**src/sfm_pkg.sv**
```systemverilog
package sfm_pkg;

  localparam int VALUE_COUNT   = 4;
  localparam int COUNTER_WIDTH = 32;
  localparam int NUM_COUNTERS  = 13;
  localparam int CNT_IDX_W     = 4;
  localparam int CFG_IDX_W     = 2;
  localparam int QDEPTH        = 2;
  localparam int QPTR_W        = $clog2(QDEPTH);
  localparam int QCNT_W        = $clog2(QDEPTH + 1);

  localparam logic [CFG_IDX_W-1:0] CFG_EXPECTED_SOURCE = CFG_IDX_W'(0);
  localparam logic [CFG_IDX_W-1:0] CFG_MAX_AGE         = CFG_IDX_W'(1);

  localparam logic [31:0] EXPECTED_SOURCE_RST = 32'd1;
  localparam logic [31:0] MAX_AGE_RST         = 32'd250000;

  typedef enum logic [2:0] {
    OP_PUBLISH  = 3'd0,
    OP_LOSS     = 3'd1,
    OP_ERROR    = 3'd2,
    OP_TIMEOUT  = 3'd3,
    OP_POLL     = 3'd4,
    OP_CONSUME  = 3'd5,
    OP_CLEAR    = 3'd6,
    OP_READ     = 3'd7
  } op_t;

  typedef enum logic [2:0] {
    ST_ACCEPTED    = 3'd0,
    ST_BAD_ID      = 3'd1,
    ST_BAD_VALUE   = 3'd2,
    ST_DELAYED     = 3'd3,
    ST_STALE       = 3'd4,
    ST_ORDER       = 3'd5,
    ST_NOT_PUBLISH = 3'd6
  } status_t;

  typedef enum logic [CNT_IDX_W-1:0] {
    C_ACCEPTED = 4'd0,
    C_IDENTITY = 4'd1,
    C_NONFINITE = 4'd2,
    C_DELAYED  = 4'd3,
    C_STALE    = 4'd4,
    C_ORDER    = 4'd5,
    C_PRESSURE = 4'd6,
    C_RECOVER  = 4'd7,
    C_LOSS     = 4'd8,
    C_ERRORS   = 4'd9,
    C_TIMEOUTS = 4'd10,
    C_AGE      = 4'd11,
    C_FALLBACK = 4'd12
  } cnt_idx_t;

  typedef logic [COUNTER_WIDTH-1:0] cnt_t;

  // Classified item as it passes from the front to the back.
  typedef struct packed {
    op_t                  op;
    status_t              pre;
    logic [31:0]          seq;
    logic [63:0]          av;
    logic [63:0]          now;
    logic [CNT_IDX_W-1:0] sel;
  } cmd_t;

  typedef struct packed {
    logic push;
    logic pop;
  } q_ctrl_t;

  typedef struct packed {
    logic full;
    logic empty;
  } q_stat_t;

endpackage

```
**src/sfm_if.sv**
```systemverilog
interface sfm_in_if;
  logic        valid;
  logic        ready;
  logic [2:0]  op;
  logic [31:0] producer_id;
  logic [31:0] sequence_req;
  logic [63:0] event_time;
  logic [63:0] available_time;
  logic [63:0] now_time;
  logic [31:0] value_0;
  logic [31:0] value_1;
  logic [31:0] value_2;
  logic [31:0] value_3;
  logic [3:0]  counter_select;

  modport source (
    output valid, op, producer_id, sequence_req, event_time, available_time, now_time,
    output value_0, value_1, value_2, value_3, counter_select,
    input  ready
  );
  modport sink (
    input  valid, op, producer_id, sequence_req, event_time, available_time, now_time,
    input  value_0, value_1, value_2, value_3, counter_select,
    output ready
  );
endinterface

interface sfm_out_if;
  logic        valid;
  logic        ready;
  logic [2:0]  status;
  logic        is_valid;
  logic        is_pending;
  logic [31:0] counter_value;

  modport source (output valid, status, is_valid, is_pending, counter_value, input ready);
  modport sink (input valid, status, is_valid, is_pending, counter_value, output ready);
endinterface

interface sfm_cfg_if;
  logic        valid;
  logic        ready;
  logic [1:0]  index;
  logic [31:0] data;

  modport source (output valid, index, data, input ready);
  modport sink (input valid, index, data, output ready);
endinterface

```
**src/sfm_front.sv**
```systemverilog
module sfm_front (
  sfm_in_if.sink         in_ch,
  input  logic [31:0]    expected_source,
  input  logic [31:0]    max_age,
  input  sfm_pkg::q_stat_t q_stat,
  output logic           push,
  output sfm_pkg::cmd_t  cmd
);
  import sfm_pkg::*;

  logic [31:0] vals [4];
  logic [3:0]  bad;
  logic        any_bad;
  logic        delayed;
  logic [63:0] age;
  logic        stale;

  assign vals[0] = in_ch.value_0;
  assign vals[1] = in_ch.value_1;
  assign vals[2] = in_ch.value_2;
  assign vals[3] = in_ch.value_3;

  // A value fails when its exponent is all ones or when it is negative and non-zero.
  always_comb begin
    for (int i = 0; i < 4; i++) begin
      if (i < VALUE_COUNT) begin
        bad[i] = (vals[i][30:23] == 8'hFF) || (vals[i][31] && (vals[i][30:0] != 31'd0));
      end else begin
        bad[i] = 1'b0;
      end
    end
  end

  assign any_bad = |bad;
  assign delayed = (in_ch.available_time > in_ch.now_time) ||
                   (in_ch.event_time > in_ch.available_time);
  assign age     = in_ch.now_time - in_ch.available_time;
  assign stale   = age > {32'd0, max_age};

  assign in_ch.ready = !q_stat.full;
  assign push        = in_ch.valid && !q_stat.full;

  always_comb begin
    cmd.op  = op_t'(in_ch.op);
    cmd.seq = in_ch.sequence_req;
    cmd.av  = in_ch.available_time;
    cmd.now = in_ch.now_time;
    cmd.sel = in_ch.counter_select;
    if (op_t'(in_ch.op) != OP_PUBLISH) begin
      cmd.pre = ST_NOT_PUBLISH;
    end else if (in_ch.producer_id != expected_source) begin
      cmd.pre = ST_BAD_ID;
    end else if (any_bad) begin
      cmd.pre = ST_BAD_VALUE;
    end else if (delayed) begin
      cmd.pre = ST_DELAYED;
    end else if (stale) begin
      cmd.pre = ST_STALE;
    end else begin
      cmd.pre = ST_ACCEPTED;
    end
  end

endmodule

```
**src/sfm_queue.sv**
```systemverilog
module sfm_queue (
  input  logic             clk,
  input  logic             rst_n,
  input  sfm_pkg::q_ctrl_t ctrl,
  input  sfm_pkg::cmd_t    wr_data,
  output sfm_pkg::cmd_t    rd_data,
  output sfm_pkg::q_stat_t stat
);
  import sfm_pkg::*;

  cmd_t              mem_r [QDEPTH];
  logic [QPTR_W-1:0] wr_ptr_r, wr_ptr_nxt;
  logic [QPTR_W-1:0] rd_ptr_r, rd_ptr_nxt;
  logic [QCNT_W-1:0] cnt_r, cnt_nxt;

  assign stat.full  = (cnt_r == QCNT_W'(QDEPTH));
  assign stat.empty = (cnt_r == '0);
  assign rd_data    = mem_r[rd_ptr_r];

  always_comb begin
    wr_ptr_nxt = wr_ptr_r;
    rd_ptr_nxt = rd_ptr_r;
    cnt_nxt    = cnt_r;
    if (ctrl.push) begin
      wr_ptr_nxt = (wr_ptr_r == QPTR_W'(QDEPTH - 1)) ? '0 : wr_ptr_r + QPTR_W'(1);
    end
    if (ctrl.pop) begin
      rd_ptr_nxt = (rd_ptr_r == QPTR_W'(QDEPTH - 1)) ? '0 : rd_ptr_r + QPTR_W'(1);
    end
    if (ctrl.push && !ctrl.pop) begin
      cnt_nxt = cnt_r + QCNT_W'(1);
    end else if (!ctrl.push && ctrl.pop) begin
      cnt_nxt = cnt_r - QCNT_W'(1);
    end
  end

  always_ff @(posedge clk) begin
    if (!rst_n) begin
      wr_ptr_r <= '0;
      rd_ptr_r <= '0;
      cnt_r    <= '0;
    end else begin
      wr_ptr_r <= wr_ptr_nxt;
      rd_ptr_r <= rd_ptr_nxt;
      cnt_r    <= cnt_nxt;
    end
  end

  always_ff @(posedge clk) begin
    if (ctrl.push) begin
      mem_r[wr_ptr_r] <= wr_data;
    end
  end

endmodule

```
**src/sfm_back.sv**
```systemverilog
module sfm_back (
  input  logic             clk,
  input  logic             rst_n,
  input  logic [31:0]      max_age,
  input  sfm_pkg::q_stat_t q_stat,
  input  sfm_pkg::cmd_t    cmd,
  output logic             pop,
  sfm_out_if.source        out_ch
);
  import sfm_pkg::*;

  logic        valid_r, valid_nxt;
  logic        pending_r, pending_nxt;
  logic        ever_r, ever_nxt;
  logic [31:0] last_seq_r, last_seq_nxt;
  logic [63:0] last_av_r, last_av_nxt;
  cnt_t        cnt_r [NUM_COUNTERS];
  cnt_t        cnt_nxt [NUM_COUNTERS];
  logic [NUM_COUNTERS-1:0] inc;
  logic        clr;
  logic [63:0] poll_age;

  logic        ov_r, ov_nxt;
  status_t     status_r, status_nxt;
  logic [31:0] cval_r, cval_nxt;

  assign pop      = !q_stat.empty && (!ov_r || out_ch.ready);
  assign poll_age = cmd.now - last_av_r;

  always_comb begin
    valid_nxt    = valid_r;
    pending_nxt  = pending_r;
    ever_nxt     = ever_r;
    last_seq_nxt = last_seq_r;
    last_av_nxt  = last_av_r;
    inc          = '0;
    clr          = 1'b0;
    status_nxt   = status_r;
    cval_nxt     = cval_r;
    ov_nxt       = ov_r && !out_ch.ready;

    if (pop) begin
      ov_nxt     = 1'b1;
      status_nxt = cmd.pre;
      cval_nxt   = '0;
      case (cmd.op)
        OP_PUBLISH: begin
          if (cmd.pre == ST_ACCEPTED && ever_r && cmd.seq <= last_seq_r) begin
            status_nxt = ST_ORDER;
          end
          case (status_nxt)
            ST_ACCEPTED: begin
              inc[C_ACCEPTED] = 1'b1;
              inc[C_PRESSURE] = pending_r;
              inc[C_RECOVER]  = ever_r && !valid_r;
              last_seq_nxt    = cmd.seq;
              last_av_nxt     = cmd.av;
              valid_nxt       = 1'b1;
              pending_nxt     = 1'b1;
              ever_nxt        = 1'b1;
            end
            ST_BAD_ID:    inc[C_IDENTITY]  = 1'b1;
            ST_BAD_VALUE: inc[C_NONFINITE] = 1'b1;
            ST_DELAYED:   inc[C_DELAYED]   = 1'b1;
            ST_STALE:     inc[C_STALE]     = 1'b1;
            ST_ORDER:     inc[C_ORDER]     = 1'b1;
            default:      inc              = '0;
          endcase
          if (status_nxt != ST_ACCEPTED) begin
            valid_nxt   = 1'b0;
            pending_nxt = 1'b0;
          end
        end
        OP_LOSS, OP_ERROR, OP_TIMEOUT: begin
          if (cmd.op == OP_LOSS) begin
            inc[C_LOSS] = 1'b1;
          end else if (cmd.op == OP_ERROR) begin
            inc[C_ERRORS] = 1'b1;
          end else begin
            inc[C_TIMEOUTS] = 1'b1;
          end
          valid_nxt   = 1'b0;
          pending_nxt = 1'b0;
        end
        OP_POLL: begin
          if (valid_r && poll_age > {32'd0, max_age}) begin
            inc[C_AGE]  = 1'b1;
            valid_nxt   = 1'b0;
            pending_nxt = 1'b0;
          end
        end
        OP_CONSUME: begin
          inc[C_FALLBACK] = !valid_r;
          pending_nxt     = 1'b0;
        end
        OP_CLEAR: begin
          clr          = 1'b1;
          valid_nxt    = 1'b0;
          pending_nxt  = 1'b0;
          ever_nxt     = 1'b0;
          last_seq_nxt = '0;
          last_av_nxt  = '0;
        end
        OP_READ: begin
          if (cmd.sel < CNT_IDX_W'(NUM_COUNTERS)) begin
            cval_nxt = 32'(cnt_r[cmd.sel]);
          end
        end
        default: ov_nxt = 1'b1;
      endcase
    end

    for (int i = 0; i < NUM_COUNTERS; i++) begin
      cnt_nxt[i] = clr ? '0 : cnt_r[i] + cnt_t'(inc[i]);
    end
  end

  always_ff @(posedge clk) begin
    if (!rst_n) begin
      valid_r    <= 1'b0;
      pending_r  <= 1'b0;
      ever_r     <= 1'b0;
      last_seq_r <= '0;
      last_av_r  <= '0;
      ov_r       <= 1'b0;
      for (int i = 0; i < NUM_COUNTERS; i++) begin
        cnt_r[i] <= '0;
      end
    end else begin
      valid_r    <= valid_nxt;
      pending_r  <= pending_nxt;
      ever_r     <= ever_nxt;
      last_seq_r <= last_seq_nxt;
      last_av_r  <= last_av_nxt;
      ov_r       <= ov_nxt;
      for (int i = 0; i < NUM_COUNTERS; i++) begin
        cnt_r[i] <= cnt_nxt[i];
      end
    end
  end

  logic out_valid_flag_r, out_pending_flag_r;

  always_ff @(posedge clk) begin
    status_r <= status_nxt;
    cval_r   <= cval_nxt;
    if (pop) begin
      out_valid_flag_r   <= valid_nxt;
      out_pending_flag_r <= pending_nxt;
    end
  end

  assign out_ch.valid         = ov_r;
  assign out_ch.status        = status_r;
  assign out_ch.is_valid      = out_valid_flag_r;
  assign out_ch.is_pending    = out_pending_flag_r;
  assign out_ch.counter_value = cval_r;

endmodule

```
**src/sample_freshness_monitor.sv**
```systemverilog
// Channel  | Direction | Handshake     | Carries
// in_ch    | in        | valid / ready | op, identity, sequence, times, values, counter select
// out_ch   | out       | valid / ready | status, valid and pending flags, counter value
// cfg_ch   | in        | valid / ready | register index and write data, always ready
//
// One item is accepted per cycle while the queue is not full.
// The front classifies the stateless checks and pushes into a two-entry queue, and the
// back applies the state and registers the result in a single output register.
// Reset clears the flags, sequence, time and all counters, and restores the registers.
// A stalled output holds its result; the queue takes items until it is full.
module sample_freshness_monitor (
  input  logic      clk,
  input  logic      rst_n,
  sfm_in_if.sink    in_ch,
  sfm_out_if.source out_ch,
  sfm_cfg_if.sink   cfg_ch
);
  import sfm_pkg::*;

  logic [31:0] expected_source_r;
  logic [31:0] max_age_r;
  logic        push;
  logic        pop;
  cmd_t        wr_cmd;
  cmd_t        rd_cmd;
  q_ctrl_t     q_ctrl;
  q_stat_t     q_stat;

  assign cfg_ch.ready = 1'b1;

  always_ff @(posedge clk) begin
    if (!rst_n) begin
      expected_source_r <= EXPECTED_SOURCE_RST;
      max_age_r         <= MAX_AGE_RST;
    end else if (cfg_ch.valid) begin
      if (cfg_ch.index == CFG_EXPECTED_SOURCE) begin
        expected_source_r <= cfg_ch.data;
      end else if (cfg_ch.index == CFG_MAX_AGE) begin
        max_age_r <= cfg_ch.data;
      end
    end
  end

  assign q_ctrl.push = push;
  assign q_ctrl.pop  = pop;

  sfm_front u_front (
    .in_ch           (in_ch),
    .expected_source (expected_source_r),
    .max_age         (max_age_r),
    .q_stat          (q_stat),
    .push            (push),
    .cmd             (wr_cmd)
  );

  sfm_queue u_queue (
    .clk     (clk),
    .rst_n   (rst_n),
    .ctrl    (q_ctrl),
    .wr_data (wr_cmd),
    .rd_data (rd_cmd),
    .stat    (q_stat)
  );

  sfm_back u_back (
    .clk     (clk),
    .rst_n   (rst_n),
    .max_age (max_age_r),
    .q_stat  (q_stat),
    .cmd     (rd_cmd),
    .pop     (pop),
    .out_ch  (out_ch)
  );

endmodule

```
**src/flat_wrapper.sv**
```systemverilog
// flat-port wrapper written by rule: the top's interface ports become plain ports
module sample_freshness_monitor_flat import sfm_pkg::*;
  (clk, rst_n, in_ch_valid, in_ch_op, in_ch_producer_id, in_ch_sequence_req, in_ch_event_time, in_ch_available_time, in_ch_now_time, in_ch_value_0, in_ch_value_1, in_ch_value_2, in_ch_value_3, in_ch_counter_select, in_ch_ready, out_ch_valid, out_ch_status, out_ch_is_valid, out_ch_is_pending, out_ch_counter_value, out_ch_ready, cfg_ch_valid, cfg_ch_index, cfg_ch_data, cfg_ch_ready);
  sfm_in_if in_ch_i ();
  sfm_out_if out_ch_i ();
  sfm_cfg_if cfg_ch_i ();
  input  logic clk;
  input  logic rst_n;
  input wire logic [$bits(in_ch_i.valid)-1:0] in_ch_valid;
  input wire logic [$bits(in_ch_i.op)-1:0] in_ch_op;
  input wire logic [$bits(in_ch_i.producer_id)-1:0] in_ch_producer_id;
  input wire logic [$bits(in_ch_i.sequence_req)-1:0] in_ch_sequence_req;
  input wire logic [$bits(in_ch_i.event_time)-1:0] in_ch_event_time;
  input wire logic [$bits(in_ch_i.available_time)-1:0] in_ch_available_time;
  input wire logic [$bits(in_ch_i.now_time)-1:0] in_ch_now_time;
  input wire logic [$bits(in_ch_i.value_0)-1:0] in_ch_value_0;
  input wire logic [$bits(in_ch_i.value_1)-1:0] in_ch_value_1;
  input wire logic [$bits(in_ch_i.value_2)-1:0] in_ch_value_2;
  input wire logic [$bits(in_ch_i.value_3)-1:0] in_ch_value_3;
  input wire logic [$bits(in_ch_i.counter_select)-1:0] in_ch_counter_select;
  output wire logic [$bits(in_ch_i.ready)-1:0] in_ch_ready;
  output wire logic [$bits(out_ch_i.valid)-1:0] out_ch_valid;
  output wire logic [$bits(out_ch_i.status)-1:0] out_ch_status;
  output wire logic [$bits(out_ch_i.is_valid)-1:0] out_ch_is_valid;
  output wire logic [$bits(out_ch_i.is_pending)-1:0] out_ch_is_pending;
  output wire logic [$bits(out_ch_i.counter_value)-1:0] out_ch_counter_value;
  input wire logic [$bits(out_ch_i.ready)-1:0] out_ch_ready;
  input wire logic [$bits(cfg_ch_i.valid)-1:0] cfg_ch_valid;
  input wire logic [$bits(cfg_ch_i.index)-1:0] cfg_ch_index;
  input wire logic [$bits(cfg_ch_i.data)-1:0] cfg_ch_data;
  output wire logic [$bits(cfg_ch_i.ready)-1:0] cfg_ch_ready;
  assign in_ch_i.valid = in_ch_valid;
  assign in_ch_i.op = in_ch_op;
  assign in_ch_i.producer_id = in_ch_producer_id;
  assign in_ch_i.sequence_req = in_ch_sequence_req;
  assign in_ch_i.event_time = in_ch_event_time;
  assign in_ch_i.available_time = in_ch_available_time;
  assign in_ch_i.now_time = in_ch_now_time;
  assign in_ch_i.value_0 = in_ch_value_0;
  assign in_ch_i.value_1 = in_ch_value_1;
  assign in_ch_i.value_2 = in_ch_value_2;
  assign in_ch_i.value_3 = in_ch_value_3;
  assign in_ch_i.counter_select = in_ch_counter_select;
  assign in_ch_ready = in_ch_i.ready;
  assign out_ch_valid = out_ch_i.valid;
  assign out_ch_status = out_ch_i.status;
  assign out_ch_is_valid = out_ch_i.is_valid;
  assign out_ch_is_pending = out_ch_i.is_pending;
  assign out_ch_counter_value = out_ch_i.counter_value;
  assign out_ch_i.ready = out_ch_ready;
  assign cfg_ch_i.valid = cfg_ch_valid;
  assign cfg_ch_i.index = cfg_ch_index;
  assign cfg_ch_i.data = cfg_ch_data;
  assign cfg_ch_ready = cfg_ch_i.ready;
  sample_freshness_monitor u_core (.clk(clk), .rst_n(rst_n), .in_ch(in_ch_i), .out_ch(out_ch_i), .cfg_ch(cfg_ch_i));
endmodule
```
**config.mk**
```make
export PLATFORM = sky130hd
export DESIGN_NAME = sample_freshness_monitor_flat
export DESIGN_NICKNAME = d
export VERILOG_FILES = /design/src/sfm_pkg.sv /design/src/sfm_if.sv /design/src/sfm_front.sv /design/src/sfm_queue.sv /design/src/sfm_back.sv /design/src/sample_freshness_monitor.sv /design/src/flat_wrapper.sv
export SDC_FILE = /design/constraint.sdc
export NUM_CORES = 2
export LEC_CHECK = 0
export ABC_AREA = 0
export BUFFER_PORTS_ARGS = -buffer_cell sky130_fd_sc_hd__buf_2
export CORE_MARGIN = 3
export CORE_UTILIZATION = 48
export CTS_CLUSTER_SIZE = 30
export DETAILED_ROUTE_END_ITERATION = 8
export PLACE_DENSITY = 0.66
export SLEW_MARGIN = 20
export SYNTH_ARGS = -nofsm -noshare
export SYNTH_HDL_FRONTEND = slang
export SYNTH_SLANG_ARGS = --single-unit
export TNS_END_PERCENT = 10
```
**constraint.sdc**
```tcl
create_clock -name clk -period 14.8 [get_ports clk]
set_input_delay 0.74 -clock clk [delete_from_list [all_inputs] [get_ports clk]]
set_output_delay 0.74 -clock clk [all_outputs]
set_load 0.05 [all_outputs]
```
==> metrics.md <==
| Metric | Value |
|---|---|
| Status | `finished clean` |
| Fin util | `0.551` |
| Worst setup SP type | `flop` |
| DRC viols | `0` |
| Setup bufs post-CTS | `0` |
| Pre-Repair DR Iteration Count | `8` |
| Slowest-stage cell, CP | `dfxtp_4` |
| Yosys warning total | `0` |
| Yosys cell types | `87` |
| Cell area after synthesis | `54,100 µm²` |
| Max H-tree Level | `3` |
| Clk root buf | `clkbuf_16` |
| Count of final setup violators | `0` |
| Post-synthesis register bit count | `962` |
| Largest net degree at the start of global routing | `244` |
| Grt met3 use | `0.0328` |
| Min-delay src | `in_ch_counter_select[2]` |
| Die Area | `117,000 µm²` |
| Clk slew on worst S/H paths | `0.06 ns` |
| Post-cts hold buffer count | `0` |
| Initial core utilization | `0.486` |
| F_max | `0.115 GHz` |
| Mean Syn Cell Area | `8.86 µm²` |
| Die span in y | `342 µm` |
| DR vias | `45,400` |
| Post-synth EDFFs | `377` |
| GRT Max-Usage Layer | `met2` |
| CTS Sinks | `962` |
| Final Wtd Congestion | `0.976` |
| Cts repair resizes | `0` |
| Share of cells above drive strength 1 | `0.137` |
| Vias in the first global route | `43,500` |
| CP Data Required Time | `15.36 ns` |
| WL final | `160,000 µm` |
| Syn Nets | `6,854` |
| Final ANT Viol Nets | `0` |
| Hold slack | `0.211 ns` |
| I/O Buffers | `468` |
| CP arrival | `9.26 ns` |
| PwrDens | `138 nW/µm²` |
| Layout Skew | `0.0451 ns` |
| Leak | `22.6 nW` |
| Tmin final | `8.70 ns` |
| Placed insts | `7,810` |
| Crit Reg-Reg Endpoint | `u_core.u_back.cnt_r[11][30]` |
| Endpoints failing hold | `0` |
| Synth area leaders | `dfxtp_1, edfxtp_1, ha_1, nand2_1, xor2_1` |
| Worst Hold Class | `in2reg` |
| Crit path max fanout | `51` |
| CP endpoint kind | `flop` |
| Final period utilization | `0.588` |
| Async set-or-reset flop fraction in the synthesized netlist | `0` |
| Critical path class | `reg2reg` |
| Maxcap violations | `0` |
| Most frequent cells in the layout | `nand2_1, nor2_1, dfxtp_1, buf_2` |
| Clock Tree Buf Depth | `3` |
| Critical Path Sink | `u_core.u_back.cnt_r[11][30]` |
| Via/cell ratio | `5.66` |
| Post-Layout Cell Count | `8,022` |
| Relative slew slack | `0.267` |
| Die W | `342 µm` |
| Met1 usage | `0.339` |
| Area Overhead vs Synth | `13.4%` |
| HPWL after DPL | `120,000 µm` |
| Nets@finish | `7,183` |
| Share of the synthesized area in the top cell type | `0.217` |
| I/O pin cnt | `470` |
| Final TNS setup | `0 ns` |
| Mapped Cells | `6,102` |
| CTS tree | `done` |
| Post-DR wirelength/cell | `19.9 µm` |
| Synth area leader | `dfxtp_1` |
| First-pass GRT wire length | `246,000 µm` |
| Path depth of the worst reg2reg path | `35` |
| Top FF cell, synth | `dfxtp_1` |
| Post-synthesis sequential area ratio | `0.426` |
| Rows | `122` |
| CP peak stage delay | `0.74 ns` |
| Initial antenna violation count | `16` |
| Most frequent CP cell | `nor2_1` |
| Grt ovf | `0` |
| Total Routing Usage GR | `0.265` |
| Drt initial violations | `3,431` |
| Inserted Clock Buffers | `106` |
| Commonest non-fill, non-tap cell in the layout | `nand2_1` |
| RSZ-0062 raised after global routing | `false` |
| Reg2reg setup slack | `6.10 ns` |
| Met2 GRT Util | `0.465` |
| Max-slew violations | `0` |
| VDD IR max | `0.0939 mV` |
| Total core area | `111,000 µm²` |
| Measured slew at the worst slew-check pin | `1.10 ns` |
| Clk_lat worst skew | `0.72 ns` |
==> critical path: cells and delay by family (launching register included) <==
family,cells,cell delay (ns)
DFF,1,0.74
xor gates and xnor gates,2,0.32
buffers and inverters,2,0.77
adders and majority gates,5,1.35
AOI/OAI and AO/OA,8,2.43
and+or+nand+nor,17,2.67
muxes,1,0.27
==> logic make-up (layout without fill, tap and decap cells) <==
group	Yosys count	in the layout	synth area share
compound gates	1058	1058	0.125
xor+xnor	472	472	0.0765
fa+ha+maj	322	322	0.0748
buf+inv	535	954	0.0374
flops	962	962	0.426
mux	189	189	0.0373
other cells	1	14	0.0000694
simple gates	2563	2563	0.223
==> flip-flops by register name, indices dropped and copies added (netlist names), named ones only <==
name                                cells
u_core.expected_source_r               32
u_core.max_age_r                       32
u_core.u_back.cnt_r                   416
u_core.u_back.ever_r                    1
u_core.u_back.last_av_r                64
u_core.u_back.last_seq_r               32
u_core.u_back.out_ch.counter_value     32
u_core.u_back.out_ch.is_pending         1
u_core.u_back.out_ch.is_valid           1
u_core.u_back.out_ch.status             3
u_core.u_back.out_ch.valid              1
u_core.u_back.pending_r                 1
u_core.u_back.valid_r                   1
u_core.u_queue.cnt_r                    2
u_core.u_queue.mem_r                  340
u_core.u_queue.rd_ptr_r                 1
u_core.u_queue.wr_ptr_r                 1
==> synth_stat cells, drive strengths merged, types with 6 or more instances <==
library cell	count
a2111oi	8
a211o	9
a211oi	93
a21boi	6
a21o	59
a21oi	379
a221oi	10
a311oi	68
a31oi	52
and2	20
and3	207
and4	32
buf	34
clkbuf	252
dfxtp	585
edfxtp	377
ha	320
inv	248
mux2	101
mux2i	88
nand2	868
nand2b	21
nand3	329
nand4	155
nor2	590
nor2b	65
nor3	65
nor3b	9
nor4	50
o211ai	41
o21a	69
o21ai	173
o21bai	11
o31ai	15
or2	77
or3	51
xnor2	188
xor2	284
==> final cells by class <==
| type | count | area (µm²) |
|---|---|---|
| clock inverters | 54 | 622 |
| multi-input cells | 4605 | 29100 |
| clock buffers | 144 | 3030 |
| repair buffers | 507 | 2670 |
| inverters | 249 | 937 |
| flip-flops and latches | 962 | 23000 |
| diodes | 13 | 32.5 |
| fillers | 10200 | 50000 |
| well taps | 1488 | 1860 |
==> per-stage QoR <==
step	worst slack, ns	instance area, µm²	power (mW)
finish	6.10	61300	8.48
global route	5.37	61300	8.91
CTS	6.06	61300	8.53
detailed placement	6.09	57600	5.79
global placement	6.25	57600	5.75
floorplan	5.97	54100	5.00
==> routing by layer <==
layer  up-vias  share of wire
met5         -        0.00019
met4         6          0.033
met3       255          0.046
met2      1122           0.49
met1     21700           0.43
li1      22300              -
==> how the worst min path moves through the flow <==
stage	endpoint	slack, ns	cells past startpoint
after floorplan	u_core.u_back.ever_r	0.42	2
after global placement	u_core.u_back.ever_r	0.43	2
after global routing	u_core.u_queue.mem_r[0][2]	0.17	1
final	u_core.u_queue.mem_r[1][2]	0.21	1
after CTS	u_core.u_queue.mem_r[1][2]	0.15	1
after detailed placement	u_core.u_back.ever_r	0.44	2
==> report_power, final <==
| group | switching [mW] | internal (mW) | total [mW] |
|---|---|---|---|
| logic | 1.78 | 0.888 | 2.67 |
| registers | 0.0749 | 3.01 | 3.08 |
| clock network | 1.13 | 1.60 | 2.73 |
| total | 2.99 | 5.50 | 8.48 |
(Power assumes the default switching activity.)
